<file path="src/rtl/mpsa_pkg.sv">
// Shared types and constants for the multi-pool slot allocator.
// Request/response payloads, status codes and the controller-datapath command set.
// No dependencies.
package mpsa_pkg;

  localparam int POOL_W = 3;   // pool number width on the ports
  localparam int SLOT_W = 6;   // slot number width on the ports
  localparam int WORD_W = 64;  // freed-map storage word
  localparam int BIT_W  = 6;   // bit index within a freed-map word

  // request kinds
  localparam logic REQ_ALLOC = 1'b0;
  localparam logic REQ_FREE  = 1'b1;

  // response status codes
  localparam logic [1:0] ST_ALLOC   = 2'd0;
  localparam logic [1:0] ST_FREED   = 2'd1;
  localparam logic [1:0] ST_IGNORED = 2'd2;
  localparam logic [1:0] ST_NOPOOL  = 2'd3;

  // datapath actions
  localparam logic [3:0] ACT_NONE      = 4'd0;
  localparam logic [3:0] ACT_ALLOC_HW  = 4'd1;
  localparam logic [3:0] ACT_ALLOC_MAP = 4'd2;
  localparam logic [3:0] ACT_OPEN      = 4'd3;
  localparam logic [3:0] ACT_NOPOOL    = 4'd4;
  localparam logic [3:0] ACT_FREE_IGN  = 4'd5;
  localparam logic [3:0] ACT_FREE_TOP  = 4'd6;
  localparam logic [3:0] ACT_FREE_MAP  = 4'd7;
  localparam logic [3:0] ACT_SWAP1     = 4'd8;
  localparam logic [3:0] ACT_SWAP2     = 4'd9;

  // pool pointer sources
  localparam logic [2:0] PTR_HOLD = 3'd0;
  localparam logic [2:0] PTR_IN   = 3'd1;
  localparam logic [2:0] PTR_CUR  = 3'd2;
  localparam logic [2:0] PTR_ORD  = 3'd3;
  localparam logic [2:0] PTR_SEL  = 3'd4;

  // counter operations
  localparam logic [1:0] OP_HOLD = 2'd0;
  localparam logic [1:0] OP_CLR  = 2'd1;
  localparam logic [1:0] OP_INC  = 2'd2;

  typedef struct packed {
    logic              req_type;
    logic [POOL_W-1:0] free_pool;
    logic [SLOT_W-1:0] free_slot;
  } req_t;

  typedef struct packed {
    logic [1:0]        status;
    logic [POOL_W-1:0] slot_pool;
    logic [SLOT_W-1:0] slot_index;
  } rsp_t;

  typedef struct packed {
    logic [3:0] act;
    logic [2:0] ptr_sel;
    logic [1:0] widx_op;
    logic [1:0] place_op;
    logic       sel_load;
    logic       req_load;
  } cmd_t;

  typedef struct packed {
    logic cnt_zero;
    logic can_open;
    logic has_freed;
    logic not_full;
    logic word_nz;
    logic place_last;
    logic free_ign;
    logic free_top;
  } sts_t;

  function automatic logic act_emits(input logic [3:0] act);
    logic r;
    case (act)
      ACT_ALLOC_HW, ACT_ALLOC_MAP, ACT_OPEN, ACT_NOPOOL,
      ACT_FREE_IGN, ACT_FREE_TOP, ACT_FREE_MAP: r = 1'b1;
      default: r = 1'b0;
    endcase
    return r;
  endfunction

endpackage

</file>
<file path="src/rtl/mpsa_ram.sv">
// Generic single-write, single-read RAM with registered read data.
// No dependencies.
module mpsa_ram #(
  parameter int WIDTH = 8,
  parameter int DEPTH = 8,
  localparam int AW = (DEPTH > 1) ? $clog2(DEPTH) : 1
) (
  input  logic             clk,
  input  logic             we,
  input  logic [AW-1:0]    waddr,
  input  logic [WIDTH-1:0] wdata,
  input  logic [AW-1:0]    raddr,
  output logic [WIDTH-1:0] rdata
);

  logic [WIDTH-1:0] mem [DEPTH];
  logic [WIDTH-1:0] rdata_r;

  always_ff @(posedge clk) begin
    if (we) begin
      mem[waddr] <= wdata;
    end
    rdata_r <= mem[raddr];
  end

  assign rdata = rdata_r;

endmodule

</file>
<file path="src/rtl/mpsa_ctrl.sv">
// Sequencing controller for the slot allocator: request intake, pool search,
// list swap and result hand-off. Depends on mpsa_pkg.
module mpsa_ctrl (
  input  logic          clk,
  input  logic          rst_n,
  input  logic          in_valid,
  output logic          in_stall,
  input  mpsa_pkg::req_t in_req,
  output logic          out_valid,
  input  logic          out_stall,
  input  mpsa_pkg::sts_t sts,
  output mpsa_pkg::cmd_t cmd
);
  import mpsa_pkg::*;

  localparam logic [3:0] S_IDLE = 4'd0;
  localparam logic [3:0] S_FREE = 4'd1;
  localparam logic [3:0] S_CUR  = 4'd2;
  localparam logic [3:0] S_WRC  = 4'd3;
  localparam logic [3:0] S_OPEN = 4'd4;
  localparam logic [3:0] S_SINF = 4'd5;
  localparam logic [3:0] S_SCHK = 4'd6;
  localparam logic [3:0] S_SWP1 = 4'd7;
  localparam logic [3:0] S_SWP2 = 4'd8;

  logic [3:0] state_r, state_nxt;
  logic       out_valid_r, out_valid_nxt;
  logic       sel_ok_r, sel_ok_nxt;
  logic       out_free;

  assign out_free = !out_valid_r || !out_stall;
  assign in_stall = (state_r != S_IDLE);
  assign out_valid = out_valid_r;

  always_comb begin
    state_nxt    = state_r;
    sel_ok_nxt   = sel_ok_r;
    cmd          = '0;
    cmd.act      = ACT_NONE;
    cmd.ptr_sel  = PTR_HOLD;
    cmd.widx_op  = OP_HOLD;
    cmd.place_op = OP_HOLD;
    case (state_r)
      S_IDLE: begin
        if (in_valid) begin
          cmd.req_load = 1'b1;
          cmd.widx_op  = OP_CLR;
          if (in_req.req_type == REQ_FREE) begin
            cmd.ptr_sel = PTR_IN;
            state_nxt   = S_FREE;
          end else begin
            cmd.ptr_sel = PTR_CUR;
            state_nxt   = S_CUR;
          end
        end
      end
      S_FREE: begin
        if (out_free) begin
          if (sts.free_ign) begin
            cmd.act = ACT_FREE_IGN;
          end else if (sts.free_top) begin
            cmd.act = ACT_FREE_TOP;
          end else begin
            cmd.act = ACT_FREE_MAP;
          end
          state_nxt = S_IDLE;
        end
      end
      S_CUR: begin
        if (sts.cnt_zero) begin
          state_nxt = S_OPEN;
        end else if (!sts.has_freed && !sts.not_full) begin
          // current pool full: search the list
          cmd.place_op = OP_CLR;
          sel_ok_nxt   = 1'b0;
          state_nxt    = S_SINF;
        end else if (!sts.has_freed) begin
          if (out_free) begin
            cmd.act   = ACT_ALLOC_HW;
            state_nxt = S_IDLE;
          end
        end else begin
          cmd.widx_op = OP_CLR;
          state_nxt   = S_WRC;
        end
      end
      S_WRC: begin
        if (sts.word_nz) begin
          if (out_free) begin
            cmd.act   = ACT_ALLOC_MAP;
            state_nxt = S_IDLE;
          end
        end else begin
          cmd.widx_op = OP_INC;
        end
      end
      S_SINF: begin
        cmd.ptr_sel = PTR_ORD;
        state_nxt   = S_SCHK;
      end
      S_SCHK: begin
        if (sts.has_freed) begin
          cmd.sel_load = 1'b1;
          state_nxt    = S_SWP1;
        end else begin
          if (sts.not_full && !sel_ok_r) begin
            cmd.sel_load = 1'b1;
            sel_ok_nxt   = 1'b1;
          end
          if (sts.place_last) begin
            state_nxt = (sel_ok_r || sts.not_full) ? S_SWP1 : S_OPEN;
          end else begin
            cmd.place_op = OP_INC;
            state_nxt    = S_SINF;
          end
        end
      end
      S_SWP1: begin
        cmd.act   = ACT_SWAP1;
        state_nxt = S_SWP2;
      end
      S_SWP2: begin
        cmd.act     = ACT_SWAP2;
        cmd.ptr_sel = PTR_SEL;
        state_nxt   = S_CUR;
      end
      S_OPEN: begin
        if (out_free) begin
          cmd.act   = sts.can_open ? ACT_OPEN : ACT_NOPOOL;
          state_nxt = S_IDLE;
        end
      end
      default: begin
        state_nxt = S_IDLE;
      end
    endcase
    out_valid_nxt = act_emits(cmd.act) || (out_valid_r && out_stall);
  end

  always_ff @(posedge clk) begin
    if (!rst_n) begin
      state_r     <= S_IDLE;
      out_valid_r <= 1'b0;
      sel_ok_r    <= 1'b0;
    end else begin
      state_r     <= state_nxt;
      out_valid_r <= out_valid_nxt;
      sel_ok_r    <= sel_ok_nxt;
    end
  end

endmodule

</file>
<file path="src/rtl/mpsa_dpath.sv">
// Datapath of the slot allocator: pool list, per-pool counts and freed maps
// in RAMs, pointers, and the result register. Depends on mpsa_pkg, mpsa_ram.
module mpsa_dpath #(
  parameter int POOL_SLOTS = 64,
  parameter int MAX_POOLS  = 8
) (
  input  logic           clk,
  input  logic           rst_n,
  input  mpsa_pkg::req_t in_req,
  input  mpsa_pkg::cmd_t cmd,
  output mpsa_pkg::sts_t sts,
  output mpsa_pkg::rsp_t out_rsp
);
  import mpsa_pkg::*;

  localparam int HW_W      = $clog2(POOL_SLOTS + 1);
  localparam int PW        = (MAX_POOLS > 1) ? $clog2(MAX_POOLS) : 1;
  localparam int CNT_W     = $clog2(MAX_POOLS + 1);
  localparam int MAP_WORDS = (POOL_SLOTS + WORD_W - 1) / WORD_W;
  localparam int WB        = (MAP_WORDS > 1) ? $clog2(MAP_WORDS) : 1;
  localparam int CMP_W     = (HW_W > SLOT_W) ? HW_W : SLOT_W;
  localparam int CP_W      = (CNT_W > POOL_W) ? CNT_W : POOL_W;

  req_t             req_r;
  rsp_t             rsp_r, rsp_nxt;
  logic [PW-1:0]    ptr_r, ptr_nxt;
  logic [WB-1:0]    widx_r, widx_nxt;
  logic [PW-1:0]    place_r, place_nxt;
  logic [PW-1:0]    sel_place_r, sel_pool_r;
  logic [PW-1:0]    cur_r, cur_nxt;
  logic [CNT_W-1:0] count_r, count_nxt;

  logic [2*HW_W-1:0] info_rd, info_wd;
  logic [PW-1:0]     info_wa;
  logic              info_we;
  logic [WORD_W-1:0] word_rd, word_wd;
  logic [PW+WB-1:0]  word_wa;
  logic              word_we;
  logic [PW-1:0]     ord_rd, ord_wa, ord_wd;
  logic              ord_we;

  logic [HW_W-1:0]  hw_rd, fc_rd;
  logic [BIT_W-1:0] low_bit;
  logic [PW-1:0]    new_pool;
  logic [CMP_W-1:0] s_ext, hw_ext;
  logic             hw_at_word;

  assign hw_rd = info_rd[2*HW_W-1:HW_W];
  assign fc_rd = info_rd[HW_W-1:0];
  assign new_pool = PW'(count_r);

  always_comb begin
    case (cmd.ptr_sel)
      PTR_IN:  ptr_nxt = PW'(in_req.free_pool);
      PTR_CUR: ptr_nxt = cur_r;
      PTR_ORD: ptr_nxt = ord_rd;
      PTR_SEL: ptr_nxt = sel_pool_r;
      default: ptr_nxt = ptr_r;
    endcase
    case (cmd.widx_op)
      OP_CLR:  widx_nxt = '0;
      OP_INC:  widx_nxt = widx_r + WB'(1);
      default: widx_nxt = widx_r;
    endcase
    case (cmd.place_op)
      OP_CLR:  place_nxt = '0;
      OP_INC:  place_nxt = place_r + PW'(1);
      default: place_nxt = place_r;
    endcase
  end

  // lowest set bit of the freed word
  always_comb begin
    low_bit = '0;
    for (int i = WORD_W - 1; i >= 0; i--) begin
      if (word_rd[i]) begin
        low_bit = BIT_W'(i);
      end
    end
  end

  assign s_ext      = CMP_W'(req_r.free_slot);
  assign hw_ext     = CMP_W'(hw_rd);
  assign hw_at_word = (hw_rd & HW_W'(WORD_W - 1)) == '0;

  always_comb begin
    sts.cnt_zero   = (count_r == '0);
    sts.can_open   = (count_r < CNT_W'(MAX_POOLS));
    sts.has_freed  = (fc_rd != '0);
    sts.not_full   = (hw_rd < HW_W'(POOL_SLOTS));
    sts.word_nz    = (word_rd != '0);
    sts.place_last = ((CNT_W'(place_r) + CNT_W'(1)) == count_r);
    sts.free_ign   = (CP_W'(req_r.free_pool) >= CP_W'(count_r)) || (s_ext >= hw_ext) ||
                     word_rd[req_r.free_slot];
    sts.free_top   = ((s_ext + CMP_W'(1)) == hw_ext);
  end

  always_comb begin
    info_we   = 1'b0;
    info_wa   = ptr_r;
    info_wd   = info_rd;
    word_we   = 1'b0;
    word_wa   = {ptr_r, widx_r};
    word_wd   = '0;
    ord_we    = 1'b0;
    ord_wa    = sel_place_r;
    ord_wd    = cur_r;
    cur_nxt   = cur_r;
    count_nxt = count_r;
    rsp_nxt   = rsp_r;
    case (cmd.act)
      ACT_ALLOC_HW: begin
        info_we = 1'b1;
        info_wa = cur_r;
        info_wd = {HW_W'(hw_rd + HW_W'(1)), fc_rd};
        // entering a fresh map word: clear it before any bit can be read
        word_we = hw_at_word;
        word_wa = {cur_r, WB'(hw_rd >> BIT_W)};
        rsp_nxt = '{status: ST_ALLOC, slot_pool: POOL_W'(cur_r), slot_index: SLOT_W'(hw_rd)};
      end
      ACT_ALLOC_MAP: begin
        info_we = 1'b1;
        info_wa = cur_r;
        info_wd = {hw_rd, HW_W'(fc_rd - HW_W'(1))};
        word_we = 1'b1;
        word_wa = {cur_r, widx_r};
        word_wd = word_rd & ~(WORD_W'(1) << low_bit);
        rsp_nxt = '{status: ST_ALLOC, slot_pool: POOL_W'(cur_r), slot_index: SLOT_W'(low_bit)};
      end
      ACT_OPEN: begin
        ord_we    = 1'b1;
        ord_wa    = new_pool;
        ord_wd    = new_pool;
        info_we   = 1'b1;
        info_wa   = new_pool;
        info_wd   = {HW_W'(1), HW_W'(0)};
        word_we   = 1'b1;
        word_wa   = {new_pool, WB'(0)};
        cur_nxt   = new_pool;
        count_nxt = count_r + CNT_W'(1);
        rsp_nxt   = '{status: ST_ALLOC, slot_pool: POOL_W'(new_pool), slot_index: '0};
      end
      ACT_NOPOOL: begin
        rsp_nxt = '{status: ST_NOPOOL, slot_pool: '0, slot_index: '0};
      end
      ACT_FREE_IGN: begin
        rsp_nxt = '{status: ST_IGNORED, slot_pool: '0, slot_index: '0};
      end
      ACT_FREE_TOP: begin
        info_we = 1'b1;
        info_wd = {HW_W'(hw_rd - HW_W'(1)), fc_rd};
        rsp_nxt = '{status: ST_FREED, slot_pool: '0, slot_index: '0};
      end
      ACT_FREE_MAP: begin
        info_we = 1'b1;
        info_wd = {hw_rd, HW_W'(fc_rd + HW_W'(1))};
        word_we = 1'b1;
        word_wd = word_rd | (WORD_W'(1) << req_r.free_slot);
        rsp_nxt = '{status: ST_FREED, slot_pool: '0, slot_index: '0};
      end
      ACT_SWAP1: begin
        ord_we = 1'b1;
      end
      ACT_SWAP2: begin
        ord_we  = 1'b1;
        ord_wa  = PW'(count_r - CNT_W'(1));
        ord_wd  = sel_pool_r;
        cur_nxt = sel_pool_r;
      end
      default: begin
      end
    endcase
  end

  mpsa_ram #(.WIDTH(2 * HW_W), .DEPTH(MAX_POOLS)) u_info (
    .clk(clk), .we(info_we), .waddr(info_wa), .wdata(info_wd),
    .raddr(ptr_nxt), .rdata(info_rd)
  );

  mpsa_ram #(.WIDTH(WORD_W), .DEPTH(2 ** (PW + WB))) u_map (
    .clk(clk), .we(word_we), .waddr(word_wa), .wdata(word_wd),
    .raddr({ptr_nxt, widx_nxt}), .rdata(word_rd)
  );

  mpsa_ram #(.WIDTH(PW), .DEPTH(MAX_POOLS)) u_order (
    .clk(clk), .we(ord_we), .waddr(ord_wa), .wdata(ord_wd),
    .raddr(place_nxt), .rdata(ord_rd)
  );

  always_ff @(posedge clk) begin
    if (!rst_n) begin
      count_r <= '0;
    end else begin
      count_r <= count_nxt;
    end
  end

  always_ff @(posedge clk) begin
    if (cmd.req_load) begin
      req_r <= in_req;
    end
    if (cmd.sel_load) begin
      sel_place_r <= place_r;
      sel_pool_r  <= ptr_r;
    end
    ptr_r   <= ptr_nxt;
    widx_r  <= widx_nxt;
    place_r <= place_nxt;
    cur_r   <= cur_nxt;
    rsp_r   <= rsp_nxt;
  end

  assign out_rsp = rsp_r;

endmodule

</file>
<file path="src/rtl/multi_pool_slot_allocator.sv">
// Multi-pool slot allocator, top level: controller plus datapath.
// Flow: a request is taken in the idle state; a free, or an allocate served by the current pool's
// high-water mark, registers its result from the free-check or current-pool state once the output
// register is free; reusing a freed slot first walks the freed-map words, and a full current pool
// first scans the list place by place, then swaps a pool in or opens one or refuses. One request at a time.
// Reset: synchronous, active low; empties the pool list and clears the output valid flag, no clearing pass.
module multi_pool_slot_allocator #(
  parameter int POOL_SLOTS = 64,
  parameter int MAX_POOLS  = 8
) (
  input  logic           clk,
  input  logic           rst_n,
  input  logic           in_valid,
  output logic           in_stall,
  input  mpsa_pkg::req_t in_req,
  output logic           out_valid,
  input  logic           out_stall,
  output mpsa_pkg::rsp_t out_rsp
);
  import mpsa_pkg::*;

  // The controller walks each request through its states and only issues a
  // result-producing action when the output register is free or being drained,
  // so a waiting result never blocks the next request from being taken.
  cmd_t cmd;
  sts_t sts;

  // Sequencing: intake, free check, current-pool allocate, freed-map word
  // walk, list search (a read state and a check state per place), swap into
  // the current place and pool opening.
  mpsa_ctrl u_ctrl (
    .clk       (clk),
    .rst_n     (rst_n),
    .in_valid  (in_valid),
    .in_stall  (in_stall),
    .in_req    (in_req),
    .out_valid (out_valid),
    .out_stall (out_stall),
    .sts       (sts),
    .cmd       (cmd)
  );

  // Storage: the pool list order, each pool's high-water and freed counts,
  // and the freed maps word by word. Pools are numbered in opening order,
  // so the open-pool count marks which entries hold live data; a pool's
  // entries are written as it opens, and each map word is cleared as the
  // high-water mark first reaches it.
  mpsa_dpath #(
    .POOL_SLOTS (POOL_SLOTS),
    .MAX_POOLS  (MAX_POOLS)
  ) u_dpath (
    .clk     (clk),
    .rst_n   (rst_n),
    .in_req  (in_req),
    .cmd     (cmd),
    .sts     (sts),
    .out_rsp (out_rsp)
  );

endmodule
</file>
<file path="config.mk">
export PLATFORM = sky130hd
export DESIGN_NAME = multi_pool_slot_allocator
export DESIGN_NICKNAME = d
export VERILOG_FILES = /design/src/rtl/mpsa_pkg.sv /design/src/rtl/mpsa_ram.sv /design/src/rtl/mpsa_ctrl.sv /design/src/rtl/mpsa_dpath.sv /design/src/rtl/multi_pool_slot_allocator.sv
export SDC_FILE = /design/constraint.sdc
export NUM_CORES = 2
export LEC_CHECK = 0
export BUFFER_PORTS_ARGS = -buffer_cell sky130_fd_sc_hd__clkbuf_2
export CAP_MARGIN = 25
export CORE_MARGIN = 2
export CORE_UTILIZATION = 30
export CTS_CLUSTER_SIZE = 24
export DETAILED_ROUTE_END_ITERATION = 10
export PLACE_DENSITY = 0.42
export SYNTH_ARGS = -nofsm -noshare
export SYNTH_HDL_FRONTEND = slang
export SYNTH_HIERARCHICAL = 1
export SYNTH_SLANG_ARGS = --single-unit
</file>
<file path="constraint.sdc">
create_clock -name clk -period 9.85 [get_ports clk]
set_clock_uncertainty 0.05 [all_clocks]
set_input_delay 1.97 -clock clk [delete_from_list [all_inputs] [get_ports clk]]
set_output_delay 1.97 -clock clk [all_outputs]
set_load 0.02 [all_outputs]
</file>
# Word-level counts from Yosys, hierarchy flattened
# Memory sizes are Yosys's and may differ from the RTL's. A register that Yosys moved wholly into a read port is not among the register bits.
# Index checks and enable logic that the tools add are counted.
[classes] n_addsub=10 mul=0 n_div=0 n_lt_le_gt_ge=5 n_eq_ne=33 n_shift=2 muxes=131 bitwise_logic=3 n_reduce_logical=30
[op_table] op="2-to-1 mux 6 bit" count=64
[op_table] op="case mux 64 bit (2 select lines)" count=1
[op_table] op="left shift 1 x 6 -> 64 bit (first input constant)" count=2
[op_table] op="case mux 14 bit (5 select lines)" count=1
[op_table] op="case mux 11 bit (6 select lines)" count=1
[op_table] op="bitwise AND 64 bit" count=1
[op_table] op="2-to-1 mux 4 bit" count=16
[op_table] op="NOT 64 bit" count=1
[op_table] op="OR 64 bit" count=1
[op_table] op="nonzero test 64 bit" count=1
[op_table] op="== test 4 x 3 -> 1 bit (second input constant)" count=8
[op_table] op="case mux 4 bit (8 select lines)" count=1
[op_table] op="case mux 3 bit (2 select lines)" count=4
[op_table] op="case mux 4 bit (6 select lines)" count=1
[op_table] op="2-to-1 mux 1 bit" count=23
[op_table] op="== test 4 x 2 -> 1 bit (second input constant)" count=4
[op_table] op="2-to-1 mux 2 bit" count=8
[op_table] op="adder 7 x 1 -> 7 bit (second input constant)" count=2
[op_table] op="subtractor 7 x 1 -> 7 bit (second input constant)" count=2
[op_table] op="== test 4 bit (second input constant)" count=3
[op_table] op="case mux 3 bit (4 select lines)" count=1
[op_table] op="case mux 4 bit (3 select lines)" count=1
[op_table] op="case mux 3 bit (3 select lines)" count=1
[op_table] op="== test 4 x 1 -> 1 bit (second input constant)" count=2
[op_table] op="41 further kinds" count=64
[totals] ff_bits=46 latch_bits=0 ram_bits=1160 romBits=0 input_bits=14 elab_cells=232 memories=3
[mem_list] name="u_dpath.u_map.mem" words=16 width=64 read_ports=1 rd_ports_with_merged_regs=1 write_ports=1 line="mpsa_ram.sv:16" source="logic [WIDTH-1:0] mem [DEPTH];"
[mem_list] name="u_dpath.u_info.mem" words=8 width=14 read_ports=1 rd_ports_with_merged_regs=1 write_ports=1 line="mpsa_ram.sv:16"
[mem_list] name="u_dpath.u_order.mem" words=8 width=3 read_ports=1 rd_ports_with_merged_regs=1 write_ports=1 line="mpsa_ram.sv:16"

# Depth between registers and ports, before layout
[depth] ltp_word=68 mapped_depth=29 mapped_depth_nobuf=24

# By module
# Netlist, hierarchy kept.
[modules_own_cells] mod="mpsa_ram at u_dpath.u_map" n_inst=1 cells_each=1647 area_per_inst_um2=39581.7 seq_area_each_um2=32030.7
[modules_own_cells] mod="mpsa_dpath" n_inst=1 cells_each=806 area_per_inst_um2=6195.9 seq_area_each_um2=1061.0
[modules_own_cells] mod="mpsa_ram at u_dpath.u_info" n_inst=1 cells_each=188 area_per_inst_um2=4635.7 seq_area_each_um2=3643.5
[modules_own_cells] mod="mpsa_ram at u_dpath.u_order" n_inst=1 cells_each=50 area_per_inst_um2=1042.2 seq_area_each_um2=780.7
[modules_own_cells] mod="mpsa_ctrl" n_inst=1 cells_each=95 area_per_inst_um2=649.4 seq_area_each_um2=120.1

# Worst setup path before layout
# OpenSTA, ideal clock, no wires.
[synth_path] path_kind="reg-to-reg" start="register u_dpath/req_r[0] (netlist bit)" end="memory u_dpath/u_map/mem[0][0] (netlist bit), enable pin" t_arrival_ps=9089 setup_slack_ps=146 stages_incl_launch_ff=18 path_buffers=4 synth_period_minus_slack_ps=9704 path_cell_list="edfxtp_1 buf_2 buf_2 mux4_2 mux4_2 mux4_2 nor2_1 o21ai_0 mux2_2 o31a_1 nor2_1 clkbuf_1 buf_1 mux2i_1 o22ai_1 a22o_1 or3b_2 nor3_1"
[synth_lines] item="from (decl)" line="mpsa_dpath.sv:24" source="req_t req_r;"
[synth_lines] item="from (signal assigned)" line="mpsa_dpath.sv:200" source="req_r <= in_req;"
[synth_lines] item="to (decl)" line="mpsa_ram.sv:16"

==> results.toml <==
[power]
power.density_nw_per_um2 = 226
power.leakage_nw = 18.8
ir_drop_mv = 0.191

[worst_setup_path]
crit_path_frequent_cell = "mux4_2"
worstRegToRegCells = 17
path_cells = "mux4_2 -> mux4_2 -> mux4_2 -> nor2_1 -> o21ai_0 -> mux2_2 -> o31a_1 -> nor2_1 -> buf_4 -> nand2_1 -> or2_2 -> buf_4 -> inv_1 -> and3_1 -> and3_1 -> o21ai_0 -> a21oi_1"
slowest_stage = "edfxtp_1"
critPathMaxStageDelay_ps = 950
cp_max_fo = 23
crit_path_end_kind = "flop"
critical_path_class = "flop to flop"
startpoint_type = "flop"
arrival_ps = 7670
required_ps = 10240

[die]
num_rows = 152
core_area_um2 = 172000
fp.dieW_um = 421
dieArea_um2 = 177000
io_pins = 27
start_util = 0.303
die_h_um = 421

[place]
dp.final_hpwl_um = 88300
portBuffers = 26
place_congestion = 0.896
dp_slack_ps = 2650
post-place-cells = 5089

[routing]
wl_per_cell_um = 28.5
viasPerCell = 5.25
num_vias = 28156
ant_nets = 0
wl_um = 153000
drc = 0
drtPass1Iterations = 6
drt_iter0_markers = 2731

[timing]
post-route-period-util = 0.740
rsz0062_at_grt = "false"
setup_tns_ps = 0
finalCriticalPeriod_ps = 7290
slew_violations = 0
fmax_mhz = 137
hold_viol_final = 0
timing.final.ws_setup_ps = 2560
whs_ps = 464
slew_headroom = 0.270
final-setup-viol-count = 0
worst_pin_slew_ps = 1100

[synthesis]
synth_seq_area_share = 0.722
synthCells = 2786
yosysTopAreaCell = "edfxtp_1"
syn_area_per_cell_um2 = 18.7
ys_warn_count = 6
async_reset_ff_frac = 0
syn_nets = 2832
ys.flop_type = "edfxtp_1"
synth.area.top_cells = "edfxtp_1, mux4_2, dfxtp_1"
synth_edf_count = 1186
ys_types = 84
netlist_area_um2 = 52100
ys_seq_elements = 1287
synth_top_cell_area_share = 0.684

[clock_tree]
insertion_delay_ps = 800
cts_buffers = 144
cts.sinks = 1287
postCtsSetupRepairBufs = 0
cts-root-buf = "clkbuf_16"
clkTransAtPathRegs_ps = 60
ctsHoldBuffers = 0
cts_tree = "built"
cts_buffer_depth = 3
h-tree-depth = 4
cts_resized = 0

[layout]
post-route-util = 0.352
layout.cells.non_filler = 5366
layout-drive-gt1-share = 0.243
layout.nets = 2981
nFillCells = 16063
synthToLayoutAreaGrowth_pct = 16.3
n_antenna_cell = 0

[grt]
grt_pass1_wl_um = 219000
grt_pass1_vias = 29205
grt_max_degree = 118
antenna_found_initial = 2
overflow = 0
grt.total_usage = 0.174

[run_status]
status = "complete, no violations"

[hold_path]
holdPathStages = 0
hold_path_class = "flop to flop"

[run]
maxCapViolations = 0
-- sequential cells by signal, indices dropped and copies added (netlist names), 3 cells and up --
register               flops
u_dpath/sel_place_r        3
u_dpath/u_map/mem       1024
u_dpath/req_r              9
u_dpath/u_order/mem       24
u_dpath/u_info/mem       112
u_dpath/out_rsp           11
u_dpath/u_map/rdata       64
u_dpath/ptr_r              3
u_dpath/u_order/rdata      3
u_dpath/place_r            3
u_ctrl/state_r             4
u_dpath/count_r            4
u_dpath/cur_r              3
u_dpath/u_info/rdata      14
u_dpath/sel_pool_r         3
-- metrics by stage --
stage / power, W / area (um^2)
global route: 0.0142 / 60600
global placement: 0.00846 / 55400
detailed placement: 0.00850 / 55700
CTS: 0.0139 / 60500
finish: 0.0137 / 60600
floorplan: 0.00758 / 52100
-- layout make-up --
cell class / instances / area (um^2) / share of cell area
flip-flops and latches: 1287 / 37600 / 0.621
multi-input cells: 1302 / 13800 / 0.227
clock buffers: 202 / 4080 / 0.0673
well taps: 2310 / 2890 / 0.0477
repair buffers: 153 / 1330 / 0.0220
clock inverters: 65 / 687 / 0.0113
inverters: 47 / 176 / 0.00291
-- logic make-up (layout without fill, tap and decap cells) --
logic type,count (synthesis),after routing,share of synthesized area
buf+inv,197,467,0.0185
compound gates,450,450,0.0610
mux,342,342,0.143
flops,1287,1287,0.722
xor+xnor,24,24,0.00403
simple gates,454,454,0.0431
fa+ha+maj,32,32,0.00797
-- cell usage after synthesis (6+ instances only) --
master    count
nand3b_1      9
xor2_1       11
buf_6        22
nor2_1       92
or4_1        16
a211oi_1     31
mux2_2       21
mux4_1       31
clkbuf_1     76
a21oi_1      65
ha_1         30
mux4_2      280
o31ai_1      10
o22ai_1       6
mux2i_1      10
buf_2        24
inv_1        45
nor3_1       38
o21ai_0      56
buf_1        20
nand2b_1     26
nor2b_1      20
o211ai_1     12
a31oi_1      32
nor4_1       27
edfxtp_1   1186
a21o_1       18
dfxtp_1     101
and2_1       10
xnor2_1      13
nand2_1     152
and3_1        7
nand3_1      24
a22o_1       14
buf_4         8
a22oi_1     129
-- worst paths after layout --
kind / start / endpoint / slack, ps
min: u_dpath/ptr_r[0] / u_dpath/sel_pool_r[0] / 460
min reg2reg: u_dpath/ptr_r[0] / u_dpath/sel_pool_r[0] / 460
max: u_dpath/req_r[1] / u_dpath/u_map/mem[14][48] / 2560
max reg2reg: u_dpath/req_r[1] / u_dpath/u_map/mem[14][48] / 2560
-- layout by cell type, fill, tap and decap left out, types with 14 or more instances in the layout --
master | netlist | routed
clkbuf_2 | 0 | 26
nand3_1 | 24 | 24
mux2_2 | 21 | 21
inv_1 | 45 | 45
nand2b_1 | 26 | 26
nor2b_1 | 20 | 18
or4_1 | 16 | 16
a22oi_1 | 129 | 129
dfxtp_1 | 101 | 101
a21oi_1 | 65 | 65
clkinv_2 | 0 | 29
o21ai_0 | 56 | 54
nor2_1 | 92 | 71
a21o_1 | 18 | 18
nor4_1 | 27 | 27
clkinv_1 | 2 | 17
a211oi_1 | 31 | 20
clkbuf_16 | 0 | 147
a211oi_2 | 3 | 14
a31oi_1 | 32 | 31
mux4_1 | 31 | 31
mux4_2 | 280 | 280
nand2_1 | 152 | 151
clkbuf_8 | 0 | 22
ha_1 | 30 | 30
a22o_1 | 14 | 14
nor3_1 | 38 | 31
nor2_4 | 0 | 14
buf_4 | 8 | 103
clkbuf_1 | 76 | 36
edfxtp_1 | 1186 | 1186
-- per-layer routing --
| layer | global-route usage | part of all wire | up-vias |
|---|---|---|---|
| li1 | - | - | 11866 |
| met1 | 0.234 | 0.44 | 15139 |
| met2 | 0.288 | 0.49 | 919 |
| met3 | 0.0278 | 0.050 | 232 |
| met4 | 0.0525 | 0.027 | 0 |
| met5 | 0 | 0 | - |
-- report_power, final --
| group | internal (W) | switching (W) |
|---|---|---|
| combinational | 0.000651 | 0.00119 |
| sequential | 0.00619 | 0.000369 |
| clock | 0.00310 | 0.00222 |
| total | 0.00993 | 0.00378 |
-- critical path: cells and delay by family, from the launching register on --
kind                   cells  cell delay, ps
muxes                      4            1770
and+or+nand+nor            6            1670
AOI/OAI and AO/OA          4            1330
buffers and inverters      3            1130
DFF                        1             950
No activity file was read; power rests on OpenSTA's default activity.
